**src/hdl/gcfs_pkg.sv**
```systemverilog
// Package for the grounded cell fraction stencil unit.
// Holds widths, the cell record passed from front to back, and reset values.
// No dependencies.
`default_nettype none
package gcfs_pkg;
  localparam int FracBitsDef = 16;
  localparam int RatioW = 17;
  localparam int ElevW = 24;
  localparam int ThickW = 23;
  localparam int FlotW = 32;
  localparam int SubW = 36;
  localparam int OutW = 17;
  localparam logic [RatioW-1:0] RatioReset = 17'd58368;
  localparam int QDepth = 2;

  // nine sub-cell values, at four times their size
  typedef struct packed {
    logic signed [SubW-1:0] o;
    logic signed [SubW-1:0] n;
    logic signed [SubW-1:0] s;
    logic signed [SubW-1:0] w;
    logic signed [SubW-1:0] e;
    logic signed [SubW-1:0] nw;
    logic signed [SubW-1:0] ne;
    logic signed [SubW-1:0] sw;
    logic signed [SubW-1:0] se;
  } cell_t;

  typedef enum logic [2:0] {
    BK_IDLE, BK_SEL, BK_MUL, BK_DIV, BK_ACC, BK_OUT
  } bk_state_t;
endpackage
`default_nettype wire

```
**src/hdl/gcfs_queue.sv**
```systemverilog
// Short cell queue between front and back end.
// Depends on gcfs_pkg.
`default_nettype none
module gcfs_queue
  import gcfs_pkg::*;
(
  input  wire logic  clk,
  input  wire logic  rst_n,
  input  wire logic  wr_valid,
  output logic       wr_ready,
  input  cell_t      wr_data,
  output logic       rd_valid,
  input  wire logic  rd_take,
  output cell_t      rd_data
);
  cell_t     mem_r [QDepth];
  logic      wp_r, rp_r;
  logic [1:0] cnt_r;
  assign wr_ready = cnt_r != 2'(QDepth);
  assign rd_valid = cnt_r != 2'd0;
  assign rd_data = mem_r[rp_r];
  always_ff @(posedge clk) begin
    if (wr_valid && wr_ready) mem_r[wp_r] <= wr_data;
    if (!rst_n) begin
      wp_r <= 1'b0; rp_r <= 1'b0; cnt_r <= 2'd0;
    end else begin
      if (wr_valid && wr_ready) wp_r <= ~wp_r;
      if (rd_take && rd_valid) rp_r <= ~rp_r;
      cnt_r <= cnt_r + 2'(wr_valid && wr_ready) - 2'(rd_take && rd_valid);
    end
  end
endmodule
`default_nettype wire

```
**config.mk**
```make
export PLATFORM = sky130hd
export DESIGN_NAME = gcfs_queue
export DESIGN_NICKNAME = d
export VERILOG_FILES = /design/src/hdl/gcfs_pkg.sv /design/src/hdl/gcfs_queue.sv
export SDC_FILE = /design/constraint.sdc
export NUM_CORES = 1
export LEC_CHECK = 0
export BUFFER_PORTS_ARGS = -buffer_cell sky130_fd_sc_hd__buf_2
export CAP_MARGIN = 15
export CORE_ASPECT_RATIO = 1.2
export CORE_MARGIN = 5
export CORE_UTILIZATION = 35
export CTS_BUF_LIST = sky130_fd_sc_hd__clkbuf_16
export CTS_CLUSTER_DIAMETER = 100
export DETAILED_ROUTE_END_ITERATION = 8
export PLACE_DENSITY = 0.6
export SLEW_MARGIN = 10
export SYNTH_ARGS = -nofsm -noshare
export SYNTH_HDL_FRONTEND = slang
export SYNTH_SLANG_ARGS = --single-unit
export TNS_END_PERCENT = 10
```
**constraint.sdc**
```tcl
create_clock -name clk -period 18.85 [get_ports clk]
set_clock_uncertainty 0.15 [all_clocks]
set_input_delay 2.8275 -clock clk [delete_from_list [all_inputs] [get_ports clk]]
set_output_delay 2.8275 -clock clk [all_outputs]
set_load 0.05 [all_outputs]
```
; ---- Yosys cells after proc, flatten, opt, wreduce, memory -nomap -nowiden
; Memories as Yosys holds them, arrays and structs flattened. A register that Yosys moved wholly into a read port is not among the register bits.
; Cells that the tools add are included.
[op_classes]
addsub = 2
eq_ne = 1
n_mux = 4
bitwise = 2
reduce_logical = 3
[op_table]
columns = operator, n
row1 = $mux 1, 4
row2 = $add 2x1->2, 1
row3 = $logic_and 1x1->1, 2
row4 = $ne 2x2->1 const B, 1
row5 = $not 1->1, 2
row6 = $reduce_bool 2->1, 1
row7 = $sub 2x1->2, 1
[totals]
ff_bits = 4
mem_bits_rw = 648
inputBits = 328
output_inout_bits = 326
word_cells = 16
memories = 1
[memory_table]
columns = name, words, word_bits, read_ports, rd_clocked_by_memory_dff, wr, line_no
row1 = mem_r, 2, 324, 1, 1, 1, gcfs_queue.sv:16  ; cell_t mem_r [QDepth];

; ---- Logic depth before layout (Yosys ltp)
[logic_depth]
ltp_word = 4
mapped_depth = 8
ltp_nobuf = 8

; ---- Least setup slack after synthesis
; Ideal clock, no wire load.
[synth_path]
path_type = input -> register
from = input wr_valid
to = memory mem_r[0][0] in the netlist's numbering (enable)
setup_ns = 1.018
t_arrival_ns = 16.359
t_required_ns = 17.682
setup_slack_ns = 1.323
path_stages = 2
path_buffers = 0
cell_sequence = nand2_1 -> nor2_1
[synth_via]
elab_chain_cells = 3
[synth_lines]
columns = element, line_no
row1 = start: declaration, gcfs_queue.sv:9  ; input wire logic wr_valid,
row2 = $logic_and 1x1->1, gcfs_queue.sv:23  ; if (wr_valid && wr_ready) mem_r[wp_r] <= wr_data;
row3 = $mux 1, gcfs_queue.sv:23
row4 = $mux 1 (not written as such), gcfs_queue.sv:23
row5 = end: declaration, gcfs_queue.sv:16
; Every way passes these cells.

==> impl_metrics.csv <==
group,metric,value,unit
run_status,outcome,"complete, no violations",
setup_path,cpPeakStageDelay,0.90,ns
hold_path,min_path_type,"flop to flop",
synth,yosys_warnings,0,
global_routing,grt_pass1_wl,79700,um
global_routing,grt_max_degree,165,
hold_path,min_path_cells,2,
timing,rsz0062_at_grt,"false",
global_routing,grt-ovfl-total,0,
floorplanning,die_y,295,um
power,ir_drop,0.119,mV
setup_path,r2r-start,"cnt_r[0]$_SDFF_PN0_",
place,dp.cells,2561,
timing,hold_slack,0.391,ns
setup_path,timing.rr.end,"mem_r[0][142]$_DFFE_PP_",
clocking,cts_root_buf,"clkbuf_16",
setup_path,start_kind,"flop",
timing,setup_viol,0,
hold_path,hp-start,"rp_r$_SDFFE_PN0P_",
layout,fin_nets,2060,
floorplanning,rows,104,
setup_path,path_cells,"buf_4, buf_4, mux2_2, buf_2",
route,route.met3.wl,5630,um
timing,period_share,0.365,
synth,synth_mux_area_frac,0.154,
route,viasPerCell,4.51,
route,ant_nets,0,
synth,synthSimpleGateAreaFrac,0.00259,
timing,fin_crit,6.88,ns
place,portBuffers,653,
route,highest_layer,"met5",
clocking,numCtsBuffers,68,
synth,synth_cell_types,17,
global_routing,grt_use_total,0.145,
layout,drive_above_1_share,0.607,
power,p_per_area,155,nW/um2
route,wl_met1,18900,um
floorplanning,num_io_pins,654,
setup_path,path_delay_family,"buffers and inverters",
layout,area_delta_synth_final,26.5,%
clocking,hold_buffers,0,
timing,maxSlewHeadroom,0.0708,
setup_path,cpMostUsedCell,"buf_4",
layout,utilization,0.447,
synth,ys_seq_area_frac,0.825,
route,drc,0,
layout,postLayoutCellArea,30000,um2
route,wire_per_inst,20.8,um
timing,fin_tns_setup,0,ns
power,p_switching,1.73,mW
synth,synth_nets,1362,
synth,synth_compound_area_frac,0.000317,
setup_path,worstSetupPathType,"flop to output pin",
synth,synthXorXnorAreaFrac,0.00111,
route,vias,12200,
floorplanning,die_x,248,um
power,p_leak,11.1,nW
timing,drv_slew,0,
synth,syn_area,23700,um2
setup_path,path_max_fanout,82,
floorplanning,start_util,0.353,
place,hpwlAfterDp,39800,um
timing,fmax,0.145,GHz
run,drv_cap,0,
clocking,clkLatencyLatePin,0.57,ns
synth,syn_avg_cell_area,23.0,um2
timing,max_slew.worst_pin.slew,1.39,ns
clocking,cts.sinks,653,
global_routing,antenna_found_initial,23,
setup_path,crit_path_end_kind,"output pin",
power,p_int,2.94,mW
synth,syn_inst,1032,
synth,synth_seq_cells,653,
clocking,clk_path_buf_depth,3,
clocking,postCtsSetupBuffers,0,
route,drt_first_pass_iters,6,
power,switching_share,0.370,
power,power_frac_comb,0.329,
route,drt-total-wl,56300,um
power,seqPwrFrac,0.404,
setup_path,r2r_cells,5,
layout,stdcell_count,2701,
route,drtIter0Drc,472,
route,routed-wl-met2,29900,um
clocking,cts_htree_levels,3,
clocking,cts_resized,0,
power,clock_power_share,0.267,
clocking,cts_tree,"yes",
setup_path,cp.buffers_inverters,3,
timing,finalHoldViolCount,0,
setup_path,crit_slowest_cell,"buf_4",
setup_path,cp_data_arrival_time,3.90,ns
setup_path,ff2ff_setup_slack,15.14,ns
clocking,cts.clk_slew.worst_paths,0.06,ns
floorplanning,core_region_area,67100,um2
place,place.gp.congestion,0.863,
synth,synth_fa_ha_area_frac,0.00106,
global_routing,grt_pass1_vias,13200,
synth,synth_top_family_by_area,"multiplexers",
floorplanning,design.die.area,73100,um2
setup_path,required,15.87,ns
place,dpl-instance-area,27800,um2
-- Yosys cell counts (all sizes together) --
| cell type | count | area (um2) |
|---|---|---|
| edfxtp | 648 | 19500 |
| mux2 | 324 | 3650 |
| buf | 36 | 368 |
| dfxtp | 5 | 100 |
| xnor2 | 3 | 26.3 |
| and2 | 2 | 12.5 |
| ha | 2 | 25.0 |
| nand2 | 2 | 7.51 |
| nand2b | 2 | 12.5 |
| nor2b | 2 | 12.5 |
| and3 | 1 | 6.26 |
| inv | 1 | 3.75 |
| mux2i | 1 | 10.0 |
| nor2 | 1 | 3.75 |
| o21a | 1 | 7.51 |
| or2 | 1 | 6.26 |
-- state kept, by name (all words and copies together), names as in the netlist, named ones only --
signal  count
rp_r        1
cnt_r       2
wp_r        1
mem_r     648
-- kinds of logic (layout without fill, tap and decap cells) --
logic type	after synthesis	after routing
simple gates	11	11
compound gates	1	1
other cells	0	17
xor+xnor	3	3
buf+inv	37	788
flops	653	653
fa+ha+maj	2	2
mux	325	325
-- power groups by stage --
stage | logic, mW | registers [mW] | clock network [mW]
floorplan | 1.23 | 1.98 | 0
global placement | 1.55 | 1.91 | 0
detailed placement | 1.55 | 1.92 | 0
CTS | 1.56 | 1.89 | 1.29
global route | 1.60 | 1.90 | 1.35
finish | 1.54 | 1.88 | 1.24
-- worst min-delay path, stage by stage (launching register included) --
cell and delay [ns]:
dfxtp_1 0.32, xnor2_1 0.09, nor2b_1 0.10
-- worst max-delay path by stage --
stage                                       end  slack (ns)  depth (start not counted)
final                              rd_data[284]       11.97                          4
after global routing               rd_data[284]       11.72                          4
after CTS                          rd_data[284]       11.90                          4
after detailed placement            rd_data[96]       12.55                          4
after global placement             rd_data[290]       12.67                          4
after floorplan           mem_r[0][0]$_DFFE_PP_        1.32                          2
-- cell type report --
type,instances,area [um2]
Clock buffer,69,1730
Antenna cell,17,42.5
Fill cell,5963,37200
Multi-Input combinational cell,342,3790
Clock inverter,54,374
Inverter,1,3.75
Sequential cell,653,19600
Timing Repair Buffer,664,3360
Tap cell,901,1130
-- cells in the final DEF (no fill, tap or decap) --
cell        Yosys  routed
and2_1          2       2
and3_4          0       1
buf_12          0       1
buf_2           6     653
buf_4           0      10
bufinv_16       0       3
clkbuf_16       0      69
clkinv_1        0      11
clkinv_2        0      10
clkinv_4        0       1
clkinv_8        0       3
clkinvlp_4      0       1
dfxtp_1         5       4
dfxtp_4         0       1
diode_2         0      17
edfxtp_1      648     648
ha_1            2       2
inv_1           1      22
inv_16          0       1
inv_6           0       2
inv_8           0       1
mux2_2        324     324
mux2i_1         1       1
nand2_1         2       2
nand2b_1        2       2
nor2_4          0       1
nor2b_1         2       2
o21a_1          1       1
or2_2           1       1
xnor2_1         3       3
-- routing by layer --
metal | track usage | vias to the layer above
met4 | 0.0600 | 14
met2 | 0.263 | 480
li1 | - | 5565
met3 | 0.0637 | 114
met5 | 0 | -
met1 | 0.144 | 5997
-- stage by stage --
stage	total power [mW]	worst slack, ns
2_1_floorplan	3.21	1.32
3_3_place_gp	3.45	12.67
3_5_place_dp	3.47	12.55
4_1_cts	4.73	11.90
5_1_grt	4.85	11.72
6_report	4.66	11.97
(Power assumes the default switching activity.)
