==> src/hdl/gcfs_pkg.sv <==
// Package for the grounded cell fraction stencil unit.
// Holds widths, the cell record passed from front to back, and reset values.
// No dependencies.
`default_nettype none
package gcfs_pkg;
  localparam int FracBitsDef = 16;
  localparam int RatioW = 17;
  localparam int ElevW = 24;
  localparam int ThickW = 23;
  localparam int FlotW = 32;
  localparam int SubW = 36;
  localparam int OutW = 17;
  localparam logic [RatioW-1:0] RatioReset = 17'd58368;
  localparam int QDepth = 2;

  // nine sub-cell values, at four times their size
  typedef struct packed {
    logic signed [SubW-1:0] o;
    logic signed [SubW-1:0] n;
    logic signed [SubW-1:0] s;
    logic signed [SubW-1:0] w;
    logic signed [SubW-1:0] e;
    logic signed [SubW-1:0] nw;
    logic signed [SubW-1:0] ne;
    logic signed [SubW-1:0] sw;
    logic signed [SubW-1:0] se;
  } cell_t;

  typedef enum logic [2:0] {
    BK_IDLE, BK_SEL, BK_MUL, BK_DIV, BK_ACC, BK_OUT
  } bk_state_t;
endpackage
`default_nettype wire

==> src/hdl/gcfs_front.sv <==
// Front end: flotation values, column window, sub-cell values.
// Depends on gcfs_pkg.
`default_nettype none
module gcfs_front
  import gcfs_pkg::*;
(
  input  wire logic                     clk,
  input  wire logic                     rst_n,
  input  wire logic [RatioW-1:0]        ratio,
  input  wire logic                     in_valid,
  output logic                          in_stall,
  input  wire logic signed [ElevW-1:0]  sea_n, bed_n, sea_m, bed_m, sea_s, bed_s,
  input  wire logic [ThickW-1:0]        th_n, th_m, th_s,
  input  wire logic                     row_start,
  output logic                          c_valid,
  input  wire logic                     c_ready,
  output cell_t                         c_data
);
  // stage 1 registers: products and water depths
  logic                     s1_v_r, s1_v_nxt;
  logic [ThickW+RatioW-1:0] pn_r, pm_r, ps_r;
  logic signed [ElevW:0]    wn_r, wm_r, ws_r;
  logic                     s1_rs_r;
  logic signed [FlotW-1:0]  win_r [6];
  logic [1:0]               held_r;
  logic                     adv;

  assign adv = s1_v_r && (c_ready || !(held_r == 2'd2 && !s1_rs_r));
  assign in_stall = s1_v_r && !adv;
  assign s1_v_nxt = (in_valid && !in_stall) ? 1'b1 : (adv ? 1'b0 : s1_v_r);

  always_ff @(posedge clk) begin
    if (!rst_n) s1_v_r <= 1'b0;
    else s1_v_r <= s1_v_nxt;
    if (in_valid && !in_stall) begin
      pn_r <= th_n * ratio;
      pm_r <= th_m * ratio;
      ps_r <= th_s * ratio;
      wn_r <= {sea_n[ElevW-1], sea_n} - {bed_n[ElevW-1], bed_n};
      wm_r <= {sea_m[ElevW-1], sea_m} - {bed_m[ElevW-1], bed_m};
      ws_r <= {sea_s[ElevW-1], sea_s} - {bed_s[ElevW-1], bed_s};
      s1_rs_r <= row_start;
    end
  end

  // flotation values of the current column
  function automatic logic signed [FlotW-1:0] flot(
      input logic [ThickW+RatioW-1:0] p, input logic signed [ElevW:0] w);
    logic [ThickW+RatioW-1:0] t;
    t = (p + 40'd32768) >> 16;
    return FlotW'($signed({1'b0, t[FlotW-2:0]})) - FlotW'(w);
  endfunction

  logic signed [FlotW-1:0] en, ec, es;
  assign en = flot(pn_r, wn_r);
  assign ec = flot(pm_r, wm_r);
  assign es = flot(ps_r, ws_r);

  // window after an optional row clear
  logic signed [SubW-1:0] wn, wc, ws, mn, mc, ms, xn, xc, xs;
  always_comb begin
    wn = SubW'(win_r[0]); wc = SubW'(win_r[1]); ws = SubW'(win_r[2]);
    mn = SubW'(win_r[3]); mc = SubW'(win_r[4]); ms = SubW'(win_r[5]);
    xn = SubW'(en); xc = SubW'(ec); xs = SubW'(es);
    c_data.o  = mc <<< 2;
    c_data.n  = (mc + mn) <<< 1;
    c_data.s  = (mc + ms) <<< 1;
    c_data.w  = (mc + wc) <<< 1;
    c_data.e  = (mc + xc) <<< 1;
    c_data.nw = wn + wc + mn + mc;
    c_data.ne = mn + mc + xn + xc;
    c_data.sw = wc + ws + mc + ms;
    c_data.se = mc + ms + xc + xs;
  end
  assign c_valid = s1_v_r && held_r == 2'd2 && !s1_rs_r;

  // window shift
  always_ff @(posedge clk) begin
    if (!rst_n) begin
      held_r <= 2'd0;
      for (int i = 0; i < 6; i++) win_r[i] <= '0;
    end else if (adv) begin
      win_r[0] <= s1_rs_r ? '0 : win_r[3];
      win_r[1] <= s1_rs_r ? '0 : win_r[4];
      win_r[2] <= s1_rs_r ? '0 : win_r[5];
      win_r[3] <= en; win_r[4] <= ec; win_r[5] <= es;
      held_r <= s1_rs_r ? 2'd1 : (held_r == 2'd2 ? 2'd2 : held_r + 2'd1);
    end
  end
endmodule
`default_nettype wire

==> config.mk <==
export PLATFORM = sky130hd
export DESIGN_NAME = gcfs_front
export DESIGN_NICKNAME = d
export VERILOG_FILES = /design/src/hdl/gcfs_pkg.sv /design/src/hdl/gcfs_front.sv
export SDC_FILE = /design/constraint.sdc
export NUM_CORES = 2
export LEC_CHECK = 0
export ABC_AREA = 1
export CORE_ASPECT_RATIO = 0.8
export CORE_UTILIZATION = 42
export DETAILED_ROUTE_END_ITERATION = 8
export DONT_BUFFER_PORTS = 1
export GPL_TIMING_DRIVEN = 0
export PLACE_DENSITY = 0.59
export SYNTH_ARGS = -nofsm -noshare
export SYNTH_HDL_FRONTEND = slang
export SYNTH_SLANG_ARGS = --single-unit
==> constraint.sdc <==
create_clock -name clk -period 9.7 [get_ports clk]
set_input_delay 0.485 -clock clk [delete_from_list [all_inputs] [get_ports clk]]
set_output_delay 0.485 -clock clk [all_outputs]
set_load 0.01 [all_outputs]
After elaboration in Yosys (flattened, before gate mapping)
Memory sizes are Yosys's and may differ from the RTL's.
Index checks and enable logic that the tools add are counted.
Widths: inputs -> output; s select.
- add/subtract/negate cells: 24
- multiply operators: 3
- eq/ne operators: 1
- mux-type cells: 17
- bitwise operators: 6
- reductions and logical operators: 12
- operators with widths (kind ; count):
    $mux 32 ; 9
    $add 32x32->33 ; 5
    $add 40x16->40 const B ; 3
    $mul 23x17->40 ; 3
    $sub 25x25->26 ; 3
    $sub 24x24->25 ; 3
    $add 34x26->35 ; 2
    $add 34x32->35 ; 2
    $add 33x26->34 ; 2
    $add 33x32->34 ; 2
    $add 32x26->33 ; 1
    $logic_and 1x1->1 ; 6
    $mux 1 ; 6
    $or 1x1->1 ; 6
    $logic_not 1->1 ; 4
    $mux 2 ; 2
    $add 2x1->2 const B ; 1
    $eq 2x2->1 const B ; 1
    $reduce_bool 2->1 ; 1
    $logic_or 1x1->1 ; 1
- register bits: 199
- memory bits (writable): 192
- input port bits: 235
- output and inout port bits: 326
- logic and storage cells: 73
- memories kept: 1
- memories (memory ; depth ; width ; read ports ; clocked after memory_dff ; write ports ; RTL line ; source):
    win_r ; 6 ; 32 ; 6 ; 0 ; 6 ; gcfs_front.sv:24 ; logic signed [FlotW-1:0] win_r [6];

Longest topological paths before layout
- word-level depth: 10
- mapped depth: 35

Worst setup path after synthesis
OpenSTA, ideal clock, no wires.
- kind: reg2reg
- start point: register held_r[0]
- end point: register pm_r[15], enable pin
- setup time: 663 ps
- arrival time: 7097 ps
- path slack: 1940 ps
- cell stages (with the launch flop): 8
- buffers on the path: 0
- path through: dfxtp_1 > inv_1 > ha_1 > nand2_1 > nor2_1 > nand2_1 > inv_1 > nor2_1
- longest elaborated chain between the ends: 9
- RTL lines (item ; RTL line ; source):
    start: declaration ; gcfs_front.sv:25 ; logic [1:0] held_r;
    start signal: assignment ; gcfs_front.sv:87 ; held_r <= s1_rs_r ? 2'd1 : (held_r == 2'd2 ? 2'd2 : held_r + 2'd1);
    $eq 2x2->1 ; gcfs_front.sv:28 ; assign adv = s1_v_r && (c_ready || !(held_r == 2'd2 && !s1_rs_r));
    $logic_and 1x1->1 ; gcfs_front.sv:28 ;
    $logic_not 1->1 ; gcfs_front.sv:28 ;
    $logic_or 1x1->1 ; gcfs_front.sv:28 ;
    $logic_and 1x1->1 ; gcfs_front.sv:28 ;
    $logic_not 1->1 ; gcfs_front.sv:29 ; assign in_stall = s1_v_r && !adv;
    $logic_and 1x1->1 ; gcfs_front.sv:29 ;
    net in_stall ; gcfs_front.sv:11 ; output logic in_stall,
    $logic_not 1->1 ; gcfs_front.sv:35 ; if (in_valid && !in_stall) begin
    $logic_and 1x1->1 ; gcfs_front.sv:35 ;
    end signal: assignment ; gcfs_front.sv:37 ; pm_r <= th_m * ratio;
    end: declaration ; gcfs_front.sv:21 ; logic [ThickW+RatioW-1:0] pn_r, pm_r, ps_r;
The timed path passes the listed nets, and every way through them passes these cells.
A chain may end at the register's enable or synchronous reset.

Worst setup path in the final report
- start point: input port ratio[5]
- end point: register pn_r[34] (data pin)
- longest elaborated chain between the ends: 1
- RTL lines (item ; RTL line ; source):
    start: declaration ; gcfs_front.sv:9 ; input wire logic [RatioW-1:0] ratio,
    $mul 23x17->40 ; gcfs_front.sv:36 ; pn_r <= th_n * ratio;
    end signal: assignment ; gcfs_front.sv:36 ;
    end: declaration ; gcfs_front.sv:21 ;
No other way between the ends.

==> flow_summary.toml <==
[timing]
whs_ns = 0.0373
timing.final.ws_setup_ns = 2.30
final_max_slew_viol_count = 5
hold_viol_final = 0
skew_ns = 0.0591
period_needed_ns = 7.40
max-slew-margin-rel_pct = -3.08
max_freq_mhz = 135
worst_pin_slew_ns = 1.54
finalCritPeriodShare_pct = 76.3
rsz0062_at_grt = "false"
setup_viol = 0

[routing]
drtIter0Drc = 6165
first_pass_iters = 6
wl_per_cell_um = 22.3
via_per_inst = 5.31
drc = 0
routed_wl_um = 294000
antenna_left = 0
vias = 69940

[worst_setup_path]
endpoint_kind = "flip-flop"
critPathMaxStageDelay_ns = 0.82
reg2reg_depth = 19
critPathSlowestCell = "buf_1"
crit_arrival_ns = 7.79
critPathMaxFanout = 10
cp.required_ns = 10.09
r2r_end = "win_r[0][127]"
crit_type = "in2reg"
path_cells = "clkbuf_1 -> clkbuf_1 -> buf_1 -> nand2_1 -> fa_1 -> inv_1 -> fa_1 -> inv_1 -> fa_1 -> inv_1 -> fa_1 -> fa_1 -> inv_1 -> fa_1 -> inv_1 -> ha_1 -> a21oi_1 -> o21ai_0 -> a21oi_1 -> nor2_1 -> nor3_1 -> nand2_1 -> nand2_1 -> nand2_1"
cp-start-kind = "input pin"
timing.rr.start = "pn_r[16]"
r2r_setup_slack_ns = 5.67
critPathMostFrequentCell = "fa_1"

[die]
die_area_um2 = 187000
boundaryPins = 561
fp.dieH_um = 387
coreArea_um2 = 185000
start_util_pct = 42.3
rows = 141
die_w_um = 484

[placed_design]
dp_hpwl_um = 252000
dp_cells = 13074
routabilityCongestion = 0.993
io_buffer_count = 0
dpl_worst_slack_ns = 1.91

[synthesis]
synth_seq_cells = 310
synth_top_area_share_pct = 28.7
synth_ff_type = "edfxtp_1"
yosysWarnings = 0
synthArstFlopShare_pct = 0
netlist_area_um2 = 78000
syn_avg_cell_area_um2 = 7.34
yosys.area.top_type = "fa_1"
postSynthCellCount = 10627
synth_edf_count = 307
netlist_top_cells_area = "fa_1 (29%), nand2_1 (13%), inv_1 (12%), edfxtp_1 (12%), ha_1 (11%)"
ys_seq_area_share_pct = 11.9
synthDistinctLibCells = 59

[cts]
cts_resized = 0
clk_path_buf_depth = 3
cts_htree_levels = 2
numCtsBuffers = 42
cts_tree = "built"
clock_sinks = 310
cts_setup_buffers = 0
cts_root_buf = "clkbuf_16"
cts.clk_slew.worst_paths_ns = 0.07
insertion_delay_ns = 0.65

[worst_hold_path]
hold_end = "s1_v_r"
hold_start = "rst_n"
hold_path.class = "in2reg"
holdPathStages = 2

[final_layout]
seqCellArea_um2 = 9280
layout-drive-gt1-share_pct = 2.12
fin_util_pct = 44.8
multi_input_area_um2 = 57700
fin_nets = 12754
mostFrequentLayoutCells = "nand2_1 (2630), inv_1 (2562), fa_1 (1120)"
final_common_cell = "nand2_1"
area_growth_pct = 6.03
fillers = 19134
finalNonFillerCells = 13161

[global_route]
track_usage_pct = 31.2
grt_pass1_vias = 70398
grt_overflow_total = 0
grt_start_max_net_pins = 64
antenna_found_initial = 21
grt_pass1_wl_um = 440000

[status]
violations = "capacitance limit, slew limit"
status = "complete, but fails checks"

[run]
maxCapViolCount = 1
worst max path at each step:
stage | from | end | slack (ns) | cells after the start
floorplan | held_r[0] | pm_r[15] | 1.94 | 7
global placement | held_r[0] | wn_r[3] | -0.97 | 7
detailed placement | ratio[6] | pn_r[39] | 1.91 | 25
CTS | pn_r[16] | c_data[107] | 2.32 | 29
global route | pn_r[15] | c_data[107] | 1.69 | 31
finish | ratio[5] | pn_r[34] | 2.30 | 24
through the flow:
| step | setup TNS, ns | cell area (µm²) |
|---|---|---|
| after CTS | 0 | 82700 |
| after floorplan | 0 | 78000 |
| final | 0 | 82700 |
| after global placement | -141.37 | 81100 |
| after detailed placement | 0 | 81300 |
| after global routing | 0 | 82700 |
routing by layer:
layer,share of wire [%],track usage [%],wire (µm),vias to the layer above
met5,0.017,0,51,-
met4,4.4,12.0,12900,8
met3,10,7.59,29500,518
met2,43,47.7,126000,3010
met1,43,42.4,126000,34057
li1,-,-,-,32347
worst max-delay path: cells and delay by family:
family	cells	cell delay, ns
buffers and inverters	8	2.25
AO/OA/AOI/OAI	3	0.78
AND/OR/NAND/NOR	6	0.72
adder cells (fa/ha/maj)	7	3.53
layout make-up:
type / count / area share [%]
Timing Repair Buffer: 12 / 0.292
Sequential cell: 310 / 11.2
Multi-Input combinational cell: 7411 / 69.7
Antenna cell: 11 / 0.0333
Clock inverter: 28 / 0.316
Clock buffer: 47 / 1.29
Inverter: 2569 / 11.7
Tap cell: 2431 / 3.68
Buffer: 342 / 1.80
state kept, by name (all words and copies together) (netlist names):
name     cells
pn_r        25
wn_r        25
ps_r        25
wm_r        25
pm_r        25
s1_v_r       1
ws_r        25
win_r      156
s1_rs_r      1
held_r       2
Yosys cell counts, types with 5 or more instances:
master,count
nor3_1,114
nand2_1,2632
a21boi_0,21
or2_2,5
xor2_1,278
nand3_2,7
buf_4,52
o211ai_1,15
nor3b_1,7
xnor2_1,103
nor2_4,5
nand4_1,101
nand2_2,11
ha_1,711
buf_2,6
a21oi_1,562
edfxtp_1,307
and2_1,7
nor4_1,35
nand3_1,314
o21a_1,38
inv_1,2562
a21boi_1,6
a31oi_1,37
buf_1,16
a21boi_2,5
fa_1,1120
clkbuf_1,268
o21bai_1,63
inv_2,6
nor2_2,13
o21ai_2,11
a211oi_1,9
nor3_2,7
nor2_1,754
o21ai_1,29
o21ai_0,278
nand3b_1,16
a21o_1,56
cell families after synthesis:
family          count (synthesis)  share of synthesized area (%)
simple gates                 4049                           21.2
other cells                     1                        0.00481
xor+xnor                      382                           4.30
flops                         310                           11.9
fa+ha+maj                    1831                           40.1
compound gates               1143                           8.22
buf+inv                      2911                           14.3
what timing repair did:
item | 4_1_cts | 5_1_grt
endpoints found under the setup margin | 0 | 0
hold buffers | 1 | 0
endpoints found under the hold margin | 1 | 0
Power is not shown: default switching activity piles up to over one toggle a cycle in this logic, so the estimate is an artifact.
